`src/rtl/lirs_pkg.sv`:
```
// ----------------------------------------------------------------------------
// lirs_pkg
// Types, constants and helpers shared by the linear interpolation resampler.
// ----------------------------------------------------------------------------
package lirs_pkg;

    // Datapath sizes
    localparam int LANES           = 2;
    localparam int SAMPLE_BITS     = 24;
    localparam int PHASE_FRAC_BITS = 24;
    localparam int PHASE_BITS      = PHASE_FRAC_BITS + 9;
    localparam int STEP_BITS       = 32;
    localparam int CC_BITS         = 2;
    localparam int MAX_OUT         = 64;
    localparam int CNT_BITS        = $clog2(MAX_OUT);
    localparam int ADDR_BITS       = 4;
    localparam int DATA_BITS       = 32;

    // Phase value of one source frame interval
    localparam logic [PHASE_BITS-1:0] PHASE_ONE =
        {{(PHASE_BITS-PHASE_FRAC_BITS-1){1'b0}}, 1'b1, {PHASE_FRAC_BITS{1'b0}}};
    localparam logic [PHASE_BITS-1:0] PHASE_MAX = {PHASE_BITS{1'b1}};

    // Register values after reset
    localparam logic [STEP_BITS-1:0] STEP_RESET = STEP_BITS'(PHASE_ONE);
    localparam logic [CC_BITS-1:0]   CC_RESET   = CC_BITS'(2);

    // Register indexes on the configuration port
    localparam logic [1:0] REG_PHASE_STEP    = 2'd0;
    localparam logic [1:0] REG_BYPASS        = 2'd1;
    localparam logic [1:0] REG_CHANNEL_COUNT = 2'd2;

    // Input item commands
    localparam logic CMD_FRAME   = 1'b0;
    localparam logic CMD_RESTART = 1'b1;

    // Operations passed from the front to the back
    localparam logic [2:0] OP_RESTART     = 3'd0;
    localparam logic [2:0] OP_BYPASS      = 3'd1;
    localparam logic [2:0] OP_LOAD_FIRST  = 3'd2;
    localparam logic [2:0] OP_LOAD_SINGLE = 3'd3;
    localparam logic [2:0] OP_LOAD_SECOND = 3'd4;
    localparam logic [2:0] OP_SHIFT       = 3'd5;

    typedef logic [SAMPLE_BITS-1:0] t_sample;
    typedef t_sample [LANES-1:0]    t_frame;

    typedef struct packed {
        logic    cmd;
        t_sample sample_0;
        t_sample sample_1;
        logic    final_frame;
    } t_in_item;

    typedef struct packed {
        t_sample out_0;
        t_sample out_1;
        logic    last_of_run;
    } t_out_item;

    typedef struct packed {
        logic [STEP_BITS-1:0] phase_step;
        logic                 bypass;
        logic [CC_BITS-1:0]   channel_count;
    } t_cfg;

    typedef struct packed {
        logic [2:0] op;
        t_frame     frame;
    } t_cmd_entry;

    // Lanes that take part for a given channel count
    function automatic logic [LANES-1:0] lane_mask(input logic [CC_BITS-1:0] cc);
        int n;
        logic [LANES-1:0] m;
        n = int'(cc);
        if (n == 0) n = 1;
        if (n > LANES) n = LANES;
        for (int c = 0; c < LANES; c++) begin
            m[c] = (c < n);
        end
        return m;
    endfunction

endpackage

```
`src/rtl/lirs_front.sv`:
```
// ----------------------------------------------------------------------------
// lirs_front
// Accepts input items, tracks how full the window is and turns each item
// into an operation for the back end.
// ----------------------------------------------------------------------------
module lirs_front import lirs_pkg::*; (
    input  logic       i_clk,
    input  logic       i_rst_n,
    input  t_cfg       i_cfg,
    input  logic       push,
    output logic       full,
    input  t_in_item   i_item,
    input  logic       i_q_full,
    output logic       o_q_push,
    output t_cmd_entry o_q_entry
);

    localparam logic [1:0] LD_EMPTY = 2'd0;
    localparam logic [1:0] LD_ONE   = 2'd1;
    localparam logic [1:0] LD_FULL  = 2'd2;

    logic [1:0] r_loaded;
    logic [1:0] n_loaded;
    logic       accept;

    assign full     = i_q_full;
    assign accept   = push && !i_q_full;
    assign o_q_push = accept;

    // Classify the item against the window fill state
    always_comb begin
        n_loaded        = r_loaded;
        o_q_entry.frame = '0;
        o_q_entry.frame[0] = i_item.sample_0;
        if (LANES > 1) begin
            o_q_entry.frame[LANES > 1 ? 1 : 0] = i_item.sample_1;
        end
        o_q_entry.op = OP_SHIFT;
        priority if (i_item.cmd == CMD_RESTART) begin
            o_q_entry.op = OP_RESTART;
            n_loaded     = LD_EMPTY;
        end else if (i_cfg.bypass) begin
            o_q_entry.op = OP_BYPASS;
        end else if (r_loaded == LD_EMPTY) begin
            o_q_entry.op = i_item.final_frame ? OP_LOAD_SINGLE : OP_LOAD_FIRST;
            n_loaded     = i_item.final_frame ? LD_FULL : LD_ONE;
        end else if (r_loaded == LD_ONE) begin
            o_q_entry.op = OP_LOAD_SECOND;
            n_loaded     = LD_FULL;
        end else begin
            o_q_entry.op = OP_SHIFT;
        end
    end

    // Advance the fill state on each accepted item
    always_ff @(posedge i_clk) begin
        if (!i_rst_n) begin
            r_loaded <= LD_EMPTY;
        end else if (accept) begin
            r_loaded <= n_loaded;
        end
    end

endmodule

```
`src/rtl/lirs_cmdq.sv`:
```
// ----------------------------------------------------------------------------
// lirs_cmdq
// Short first-in first-out queue of operations between front and back.
// ----------------------------------------------------------------------------
module lirs_cmdq import lirs_pkg::*; #(
    parameter int QDEPTH = 4
) (
    input  logic       i_clk,
    input  logic       i_rst_n,
    input  logic       i_push,
    input  t_cmd_entry i_entry,
    output logic       o_full,
    input  logic       i_pop,
    output t_cmd_entry o_entry,
    output logic       o_empty
);

    localparam int AW = (QDEPTH > 1) ? $clog2(QDEPTH) : 1;
    localparam int CW = $clog2(QDEPTH + 1);

    t_cmd_entry      r_mem [QDEPTH];
    logic [AW-1:0]   r_wr;
    logic [AW-1:0]   r_rd;
    logic [CW-1:0]   r_cnt;
    logic            do_push;
    logic            do_pop;

    assign o_full  = (r_cnt == CW'(QDEPTH));
    assign o_empty = (r_cnt == '0);
    assign o_entry = r_mem[r_rd];
    assign do_push = i_push && !o_full;
    assign do_pop  = i_pop && !o_empty;

    // Store entries
    always_ff @(posedge i_clk) begin
        if (do_push) begin
            r_mem[r_wr] <= i_entry;
        end
    end

    // Advance pointers and count
    always_ff @(posedge i_clk) begin
        if (!i_rst_n) begin
            r_wr  <= '0;
            r_rd  <= '0;
            r_cnt <= '0;
        end else begin
            if (do_push) begin
                r_wr <= (r_wr == AW'(QDEPTH - 1)) ? '0 : r_wr + AW'(1);
            end
            if (do_pop) begin
                r_rd <= (r_rd == AW'(QDEPTH - 1)) ? '0 : r_rd + AW'(1);
            end
            if (do_push && !do_pop) begin
                r_cnt <= r_cnt + CW'(1);
            end else if (do_pop && !do_push) begin
                r_cnt <= r_cnt - CW'(1);
            end
        end
    end

endmodule

```
`src/rtl/lirs_back.sv`:
```
// ----------------------------------------------------------------------------
// lirs_back
// Holds the two-frame window and the phase, and runs the interpolation:
// one output item per cycle while the phase stays below one and the output is not stalled.
// ----------------------------------------------------------------------------
module lirs_back import lirs_pkg::*; (
    input  logic       i_clk,
    input  logic       i_rst_n,
    input  t_cfg       i_cfg,
    input  logic       i_q_empty,
    input  t_cmd_entry i_q_entry,
    output logic       o_q_pop,
    output t_out_item  o_result,
    output logic       empty,
    input  logic       pop
);

    localparam logic ST_IDLE = 1'b0;
    localparam logic ST_EMIT = 1'b1;

    localparam int DW = SAMPLE_BITS + 1;
    localparam int PW = DW + PHASE_FRAC_BITS + 1;

    logic                  r_state;
    logic                  n_state;
    t_frame                r_prev;
    t_frame                n_prev;
    t_frame                r_cur;
    t_frame                n_cur;
    logic [PHASE_BITS-1:0] r_phase;
    logic [PHASE_BITS-1:0] n_phase;
    logic [CNT_BITS-1:0]   r_count;
    logic [CNT_BITS-1:0]   n_count;
    t_out_item             r_out;
    t_out_item             n_out;
    logic                  r_out_valid;
    logic                  n_out_valid;

    logic [LANES-1:0]      mask;
    logic                  out_free;
    logic [PHASE_BITS:0]   phase_sum;
    logic [PHASE_BITS-1:0] phase_next;
    logic                  run_last;
    t_frame                interp;
    logic signed [DW-1:0]  diff   [LANES];
    logic signed [PW-1:0]  prod   [LANES];
    logic signed [PW-1:0]  scaled [LANES];

    assign mask     = lane_mask(i_cfg.channel_count);
    assign out_free = !r_out_valid || pop;
    assign empty    = !r_out_valid;
    assign o_result = r_out;

    // Interpolate each lane: prev + floor((cur - prev) * frac)
    always_comb begin
        for (int c = 0; c < LANES; c++) begin
            diff[c]   = $signed({r_cur[c][SAMPLE_BITS-1], r_cur[c]})
                      - $signed({r_prev[c][SAMPLE_BITS-1], r_prev[c]});
            prod[c]   = PW'(diff[c])
                      * PW'($signed({1'b0, r_phase[PHASE_FRAC_BITS-1:0]}));
            scaled[c] = prod[c] >>> PHASE_FRAC_BITS;
            interp[c] = r_prev[c] + scaled[c][SAMPLE_BITS-1:0];
        end
    end

    // Saturating phase advance and end-of-run detect
    assign phase_sum  = {1'b0, r_phase} + (PHASE_BITS+1)'(i_cfg.phase_step);
    assign phase_next = phase_sum[PHASE_BITS] ? PHASE_MAX : phase_sum[PHASE_BITS-1:0];
    assign run_last   = (phase_next >= PHASE_ONE) || (r_count == CNT_BITS'(MAX_OUT - 1));

    // Sequence window updates and output runs
    always_comb begin
        n_state     = r_state;
        n_prev      = r_prev;
        n_cur       = r_cur;
        n_phase     = r_phase;
        n_count     = r_count;
        n_out       = r_out;
        n_out_valid = r_out_valid && !pop;
        o_q_pop     = 1'b0;

        unique case (r_state)
            ST_IDLE: begin
                if (!i_q_empty && out_free) begin
                    o_q_pop = 1'b1;
                    n_count = '0;
                    unique case (i_q_entry.op)
                        OP_RESTART: begin
                            n_prev  = '0;
                            n_cur   = '0;
                            n_phase = '0;
                        end
                        OP_BYPASS: begin
                            n_out.out_0       = mask[0] ? i_q_entry.frame[0] : '0;
                            n_out.out_1       = (LANES > 1 && mask[LANES-1])
                                              ? i_q_entry.frame[LANES-1] : '0;
                            n_out.last_of_run = 1'b1;
                            n_out_valid       = 1'b1;
                        end
                        OP_LOAD_FIRST: begin
                            for (int c = 0; c < LANES; c++) begin
                                if (mask[c]) n_prev[c] = i_q_entry.frame[c];
                            end
                        end
                        OP_LOAD_SINGLE: begin
                            for (int c = 0; c < LANES; c++) begin
                                if (mask[c]) begin
                                    n_prev[c] = i_q_entry.frame[c];
                                    n_cur[c]  = i_q_entry.frame[c];
                                end
                            end
                            n_phase = '0;
                            n_state = ST_EMIT;
                        end
                        OP_LOAD_SECOND: begin
                            for (int c = 0; c < LANES; c++) begin
                                if (mask[c]) n_cur[c] = i_q_entry.frame[c];
                            end
                            n_phase = '0;
                            n_state = ST_EMIT;
                        end
                        OP_SHIFT: begin
                            for (int c = 0; c < LANES; c++) begin
                                if (mask[c]) begin
                                    n_prev[c] = r_cur[c];
                                    n_cur[c]  = i_q_entry.frame[c];
                                end
                            end
                            if (r_phase >= PHASE_ONE) n_phase = r_phase - PHASE_ONE;
                            n_state = ST_EMIT;
                        end
                        default: begin
                        end
                    endcase
                end
            end
            ST_EMIT: begin
                if (r_phase >= PHASE_ONE) begin
                    // downsampling: this frame yields nothing
                    n_state = ST_IDLE;
                end else if (out_free) begin
                    n_out.out_0       = mask[0] ? interp[0] : '0;
                    n_out.out_1       = (LANES > 1 && mask[LANES-1]) ? interp[LANES-1] : '0;
                    n_out.last_of_run = run_last;
                    n_out_valid       = 1'b1;
                    n_phase           = phase_next;
                    n_count           = r_count + CNT_BITS'(1);
                    if (run_last) n_state = ST_IDLE;
                end
            end
            default: begin
                n_state = ST_IDLE;
            end
        endcase
    end

    // Hold output payload
    always_ff @(posedge i_clk) begin
        r_out <= n_out;
    end

    // Advance control state and window
    always_ff @(posedge i_clk) begin
        if (!i_rst_n) begin
            r_state     <= ST_IDLE;
            r_prev      <= '0;
            r_cur       <= '0;
            r_phase     <= '0;
            r_count     <= '0;
            r_out_valid <= 1'b0;
        end else begin
            r_state     <= n_state;
            r_prev      <= n_prev;
            r_cur       <= n_cur;
            r_phase     <= n_phase;
            r_count     <= n_count;
            r_out_valid <= n_out_valid;
        end
    end

endmodule

```
`src/rtl/linear_interp_resampler_unit.sv`:
```
// An accepted source frame is queued; the back end pops it, loads the window, then
// registers its first output item (a bypassed frame's item is registered as it is popped).
// Throughput: one output item per cycle while the output is not stalled, within a run of
// up to 64 items, plus a window load per source frame (and an empty emit state when it
// yields none). Input accepts at one item per cycle until the operation queue fills.
// Reset (synchronous, active low) clears window, phase, queue and registers to defaults.
// ----------------------------------------------------------------------------
// linear_interp_resampler_unit
// Linear interpolation sample rate converter with a configuration port.
// ----------------------------------------------------------------------------
module linear_interp_resampler_unit import lirs_pkg::*; #(
    parameter int QDEPTH = 4
) (
    input  logic                 i_clk,
    input  logic                 i_rst_n,
    input  logic                 push,
    output logic                 full,
    input  t_in_item             i_item,
    output logic                 empty,
    input  logic                 pop,
    output t_out_item            o_result,
    input  logic                 psel,
    input  logic                 penable,
    input  logic                 pwrite,
    input  logic [ADDR_BITS-1:0] paddr,
    input  logic [DATA_BITS-1:0] pwdata,
    output logic [DATA_BITS-1:0] prdata,
    output logic                 pready
);

    t_cfg       r_cfg;
    logic       cfg_wr;
    logic [1:0] reg_idx;
    logic       q_push;
    logic       q_full;
    logic       q_empty;
    logic       q_pop;
    t_cmd_entry q_wr_entry;
    t_cmd_entry q_rd_entry;

    assign pready  = 1'b1;
    assign reg_idx = paddr[3:2];
    assign cfg_wr  = psel && penable && pwrite && pready;

    // Write configuration registers
    always_ff @(posedge i_clk) begin
        if (!i_rst_n) begin
            r_cfg.phase_step    <= STEP_RESET;
            r_cfg.bypass        <= 1'b0;
            r_cfg.channel_count <= CC_RESET;
        end else if (cfg_wr) begin
            unique case (reg_idx)
                REG_PHASE_STEP:    r_cfg.phase_step    <= pwdata[STEP_BITS-1:0];
                REG_BYPASS:        r_cfg.bypass        <= pwdata[0];
                REG_CHANNEL_COUNT: r_cfg.channel_count <= pwdata[CC_BITS-1:0];
                default: begin
                end
            endcase
        end
    end

    // Read back configuration registers
    always_comb begin
        unique case (reg_idx)
            REG_PHASE_STEP:    prdata = DATA_BITS'(r_cfg.phase_step);
            REG_BYPASS:        prdata = DATA_BITS'(r_cfg.bypass);
            REG_CHANNEL_COUNT: prdata = DATA_BITS'(r_cfg.channel_count);
            default:           prdata = '0;
        endcase
    end

    lirs_front u_front (
        .i_clk     (i_clk),
        .i_rst_n   (i_rst_n),
        .i_cfg     (r_cfg),
        .push      (push),
        .full      (full),
        .i_item    (i_item),
        .i_q_full  (q_full),
        .o_q_push  (q_push),
        .o_q_entry (q_wr_entry)
    );

    lirs_cmdq #(
        .QDEPTH (QDEPTH)
    ) u_cmdq (
        .i_clk   (i_clk),
        .i_rst_n (i_rst_n),
        .i_push  (q_push),
        .i_entry (q_wr_entry),
        .o_full  (q_full),
        .i_pop   (q_pop),
        .o_entry (q_rd_entry),
        .o_empty (q_empty)
    );

    lirs_back u_back (
        .i_clk     (i_clk),
        .i_rst_n   (i_rst_n),
        .i_cfg     (r_cfg),
        .i_q_empty (q_empty),
        .i_q_entry (q_rd_entry),
        .o_q_pop   (q_pop),
        .o_result  (o_result),
        .empty     (empty),
        .pop       (pop)
    );

endmodule

```
`config.mk`:
```
export PLATFORM = sky130hd
export DESIGN_NAME = linear_interp_resampler_unit
export DESIGN_NICKNAME = d
export VERILOG_FILES = /design/src/rtl/lirs_pkg.sv /design/src/rtl/lirs_front.sv /design/src/rtl/lirs_cmdq.sv /design/src/rtl/lirs_back.sv /design/src/rtl/linear_interp_resampler_unit.sv
export SDC_FILE = /design/constraint.sdc
export NUM_CORES = 2
export LEC_CHECK = 0
export BUFFER_PORTS_ARGS = -buffer_cell sky130_fd_sc_hd__clkbuf_2
export CAP_MARGIN = 20
export CORE_MARGIN = 5
export CORE_UTILIZATION = 50
export DETAILED_ROUTE_END_ITERATION = 16
export PLACE_DENSITY = 0.66
export SYNTH_ARGS = -nofsm -noshare
export SYNTH_HDL_FRONTEND = slang
export SYNTH_SLANG_ARGS = --single-unit
```
`constraint.sdc`:
```
create_clock -name i_clk -period 12.5 [get_ports i_clk]
set_input_delay 2.5 -clock i_clk [delete_from_list [all_inputs] [get_ports i_clk]]
set_output_delay 2.5 -clock i_clk [all_outputs]
set_load 0.01 [all_outputs]
```
==> flow_summary.rst <==
.. list-table::
   :header-rows: 1

   * - Metric
     - Value
   * - Result of the run
     - finished, final reports clean
   * - Post-route cell area
     - 0.07084 mm2
   * - Floorplan core area
     - 0.1296 mm2
   * - Most frequent cell on the critical path
     - sky130_fd_sc_hd__fa_1
   * - Mean post-synth cell area
     - 9.713 um2
   * - Detailed Route Iter0 Violations
     - 2795
   * - Final hold slack
     - 482.4 ps
   * - Clock edge transition at the registers on the reported setup and hold paths
     - 70 ps
   * - Maximum ir drop on the vdd rail
     - 0.4384 mV
   * - Initial core utilization
     - 0.5038
   * - Share of final-layout standard cells stronger than drive strength 1
     - 0.09317
   * - Number of buffers created by CTS
     - 44
   * - Number of nets in the layout
     - 8537
   * - Syn Std Cell Area
     - 0.06532 mm2
   * - Post-synthesis to final-layout area growth
     - 8.457%
   * - Sort of element at the end of the critical path
     - flip-flop
   * - Arrival @ worst endpoint
     - 12450 ps
   * - Sequential standard cell area
     - 0.01130 mm2
   * - Post-synth cell types
     - 92
   * - Register area share after synthesis
     - 0.1724
   * - Clock network power share
     - 0.102
   * - Number of warnings printed during yosys synthesis
     - 0
   * - Maximum achievable frequency
     - 0.08265 GHz
   * - Placement Rows
     - 132
   * - Detail Placement HPWL
     - 129200 um
   * - Number of max-cap violations
     - 0
   * - Total global routing track utilization
     - 0.2491
   * - Total power after layout
     - 0.01367 W
   * - Number of nets still failing antenna checks after routing
     - 0
   * - Global routing usage on met1
     - 0.3502
   * - Floorplan die width
     - 371.4 um
   * - Startpoint kind of the worst setup timing path
     - flip-flop
   * - Number of iterations in the first detailed-routing pass
     - 6
   * - Total routed wirelength
     - 167500 um
   * - Required time of the critical path
     - 12850 ps
   * - Buffer levels on the longest clock path
     - 3
   * - Post-Layout Cell Count
     - 8580
   * - Deepest level of the CTS H-tree
     - 2
   * - Pin count of the biggest net entering global routing
     - 103
   * - Peak fanout along the critical path
     - 5
   * - EDFF count, synth
     - 253
   * - I/O pin cnt
     - 177
   * - Number of buffers inserted for hold repair after clock tree synthesis
     - 0
   * - Share of power burned in combinational logic
     - 0.750
   * - # port buffers
     - 173
   * - GRT busiest layer
     - met2
   * - Sequential power share
     - 0.149
   * - Routed wire per std cell
     - 19.53 um
   * - DP Area
     - 0.06887 mm2
   * - Post-Synthesis Net Count
     - 8460
   * - Antenna violations before repair
     - 4
   * - Transition time at the pin with the least slew margin
     - 1183 ps
   * - Via count
     - 46150
   * - Clock root buffer
     - sky130_fd_sc_hd__clkbuf_16
   * - DIE AREA
     - 0.1380 mm2
   * - First-pass GRT wire length
     - 270400 um
   * - Number of global-route vias before repair
     - 48730
   * - Fin crit share
     - 0.9679
   * - Critical path buffers and inverters
     - 10
   * - Proportion of register bits with asynchronous set or reset after synthesis
     - 0
   * - Vias/cell
     - 5.379
   * - Start-to-end type of the worst setup path
     - reg -> reg
   * - Chip height
     - 371.4 um
   * - Placer Congestion
     - 0.9072
   * - GR Util met2
     - 0.4091
   * - Max-slew headroom
     - 0.2112
   * - Switching Fraction
     - 0.5910
   * - Post-Place Cells
     - 8484
   * - Leakage
     - 34.65 nW
   * - Minimum clock period after layout
     - 12100 ps
   * - Sink count of the clock tree
     - 436
   * - Hold WC Path Type
     - reg -> reg
   * - Gate count of the mapped netlist
     - 6725
   * - Highest cell delay on the worst timing path
     - 540 ps
   * - DRC violations left
     - 0
   * - Skew-Pair Late Insertion Delay
     - 640 ps
   * - Flops & latches, synth
     - 436
   * - Primary flip-flop cell chosen by synthesis mapping
     - sky130_fd_sc_hd__edfxtp_1
   * - Cell with the biggest individual delay on the critical path
     - sky130_fd_sc_hd__fa_1
   * - Aggregate global routing overflow
     - 0
   * - Cell internal power dissipation
     - 0.005591 W
   * - Number of filler instances in the final layout
     - 11470
   * - Setup violators final
     - 0
   * - Max-slew violation total from the final report
     - 0
   * - Areal power density over the cells
     - 193.0 mW/mm2
   * - Top Family by Delay on Critical Path
     - compound AO/OA/AOI/OAI gates
   * - Met3 global-route usage
     - 0.04150
   * - Switching power of the nets
     - 0.008079 W
   * - Area of combinational cells with multiple inputs
     - 0.04811 mm2
   * - Final Hold Viols
     - 0
   * - Max Clock Skew
     - 75.30 ps
   * - Clock tree from TritonCTS
     - yes
power groups by stage:
stage                     combinational, W  clock (W)  sequential [W]
after detailed placement           0.00952          0         0.00206
after global placement             0.00938          0         0.00205
final                               0.0103    0.00139         0.00203
after CTS                          0.00966    0.00142         0.00203
after global routing                0.0108    0.00147         0.00206
after floorplan                    0.00469          0         0.00202
flip-flops by register name, summed over array words and instances (netlist names), named ones only:
register	cells
u_cmdq.r_mem	204
u_back.o_result	49
u_back.r_cur	48
u_back.r_prev	48
r_cfg	35
u_back.r_phase	33
u_back.r_count	6
u_cmdq.r_cnt	3
u_cmdq.r_rd	2
u_cmdq.r_wr	2
u_front.r_loaded	2
u_back.r_out_valid	1
u_back.r_state	1
path summary, 6_finish.rpt:
| path | slack [ps] | end | start | cells after the start |
|---|---|---|---|---|
| setup reg to reg | 400 | u_back.o_result[23] | u_back.r_prev[26] | 51 |
| hold / removal | 480 | u_back.r_cur[24] | u_back.r_cur[24] | 2 |
| hold reg to reg | 480 | u_back.r_cur[24] | u_back.r_cur[24] | 2 |
| setup / recovery | 400 | u_back.o_result[23] | u_back.r_prev[26] | 51 |
placed cells by master (no fill, tap or decap), types with 110 or more instances in the layout:
cell type                  instances
sky130_fd_sc_hd__inv_1          1404
sky130_fd_sc_hd__fa_1           1237
sky130_fd_sc_hd__nand2_1         781
sky130_fd_sc_hd__and2_1          651
sky130_fd_sc_hd__ha_1            404
sky130_fd_sc_hd__edfxtp_1        253
sky130_fd_sc_hd__buf_4           183
sky130_fd_sc_hd__clkbuf_2        172
sky130_fd_sc_hd__dfxtp_1         156
sky130_fd_sc_hd__nor2_1          145
sky130_fd_sc_hd__a21oi_1         113
sky130_fd_sc_hd__nor2b_1         110
stage by stage:
step	utilization	TNS (ps)	setup WS, ps
2_1_floorplan	-	0	1071
3_3_place_gp	0.5310	-112.9	-92.15
3_5_place_dp	0.5312	-620.3	-273.9
4_1_cts	0.5434	0	34.63
5_1_grt	0.5464	-157.5	-66.68
6_report	0.5464	0	401.0
kinds of logic (layout without fill, tap and decap cells):
logic type | count (synthesis) | after routing | synth area share
and+or+nand+nor | 1979 | 1979 | 0.1522
buffers and inverters | 1743 | 1854 | 0.1004
adders and majority gates | 1642 | 1642 | 0.4568
AOI/OAI and AO/OA | 670 | 670 | 0.07241
DFF | 436 | 436 | 0.1724
xor gates and xnor gates | 177 | 178 | 0.02406
muxes | 77 | 77 | 0.02170
other | 1 | 2 | 0.00005741
synthesized netlist by cell type (40+ instances only):
cell type,count,area [um2]
sky130_fd_sc_hd__xor2_1,49,429.2
sky130_fd_sc_hd__edfxtp_1,253,7597
sky130_fd_sc_hd__a21o_1,53,397.9
sky130_fd_sc_hd__mux4_2,51,1149
sky130_fd_sc_hd__xnor2_1,126,1104
sky130_fd_sc_hd__clkbuf_1,310,1164
sky130_fd_sc_hd__a21boi_0,100,750.7
sky130_fd_sc_hd__nor3_1,55,275.3
sky130_fd_sc_hd__ha_1,404,5055
sky130_fd_sc_hd__nand3_1,81,405.4
sky130_fd_sc_hd__nand2_1,781,2932
sky130_fd_sc_hd__a22oi_1,62,465.5
sky130_fd_sc_hd__fa_1,1238,24780
sky130_fd_sc_hd__nor2_1,151,566.8
sky130_fd_sc_hd__inv_1,1405,5274
sky130_fd_sc_hd__nor2b_1,111,694.4
sky130_fd_sc_hd__and2_1,657,4110
sky130_fd_sc_hd__dfxtp_1,183,3664
sky130_fd_sc_hd__o21ai_0,100,500.5
sky130_fd_sc_hd__o211a_1,48,480.5
sky130_fd_sc_hd__a21oi_1,124,620.6
sky130_fd_sc_hd__nand2b_1,55,344.1
sky130_fd_sc_hd__o21a_1,40,300.3
metal layers:
| metal | wire length [um] | vias up |
|---|---|---|
| met5 | 13 | - |
| met4 | 4128 | 2 |
| met3 | 12440 | 226 |
| met2 | 79290 | 1468 |
| met1 | 71650 | 23690 |
| li1 | - | 20770 |
area by class of cell:
class,count,share of cell area
Antenna cell,1,0.00003532
Clock buffer,46,0.01565
Clock inverter,35,0.005740
Inverter,1406,0.07450
Multi-Input combinational cell,4547,0.6791
Sequential cell,436,0.1595
Tap cell,1742,0.03077
Timing Repair Buffer,367,0.03472
what timing repair did:
item | in CTS | in global routing
setup buffers | 3 | 8
gates resized for setup | 5 | 45
endpoints found under the hold margin | 0 | 0
cloned | 0 | 1
endpoints found under the setup margin | 5 | 11
pin swaps | 2 | 19
worst reg2reg max path: cells and delay by family (launching register included):
| kind | cells | cell delay, ps |
|---|---|---|
| compound gates | 22 | 4810 |
| fa+ha+maj | 10 | 4430 |
| simple gates | 8 | 1110 |
| buf+inv | 10 | 990 |
| flops | 1 | 370 |
| xor+xnor | 1 | 170 |
(Power assumes the default switching activity.)
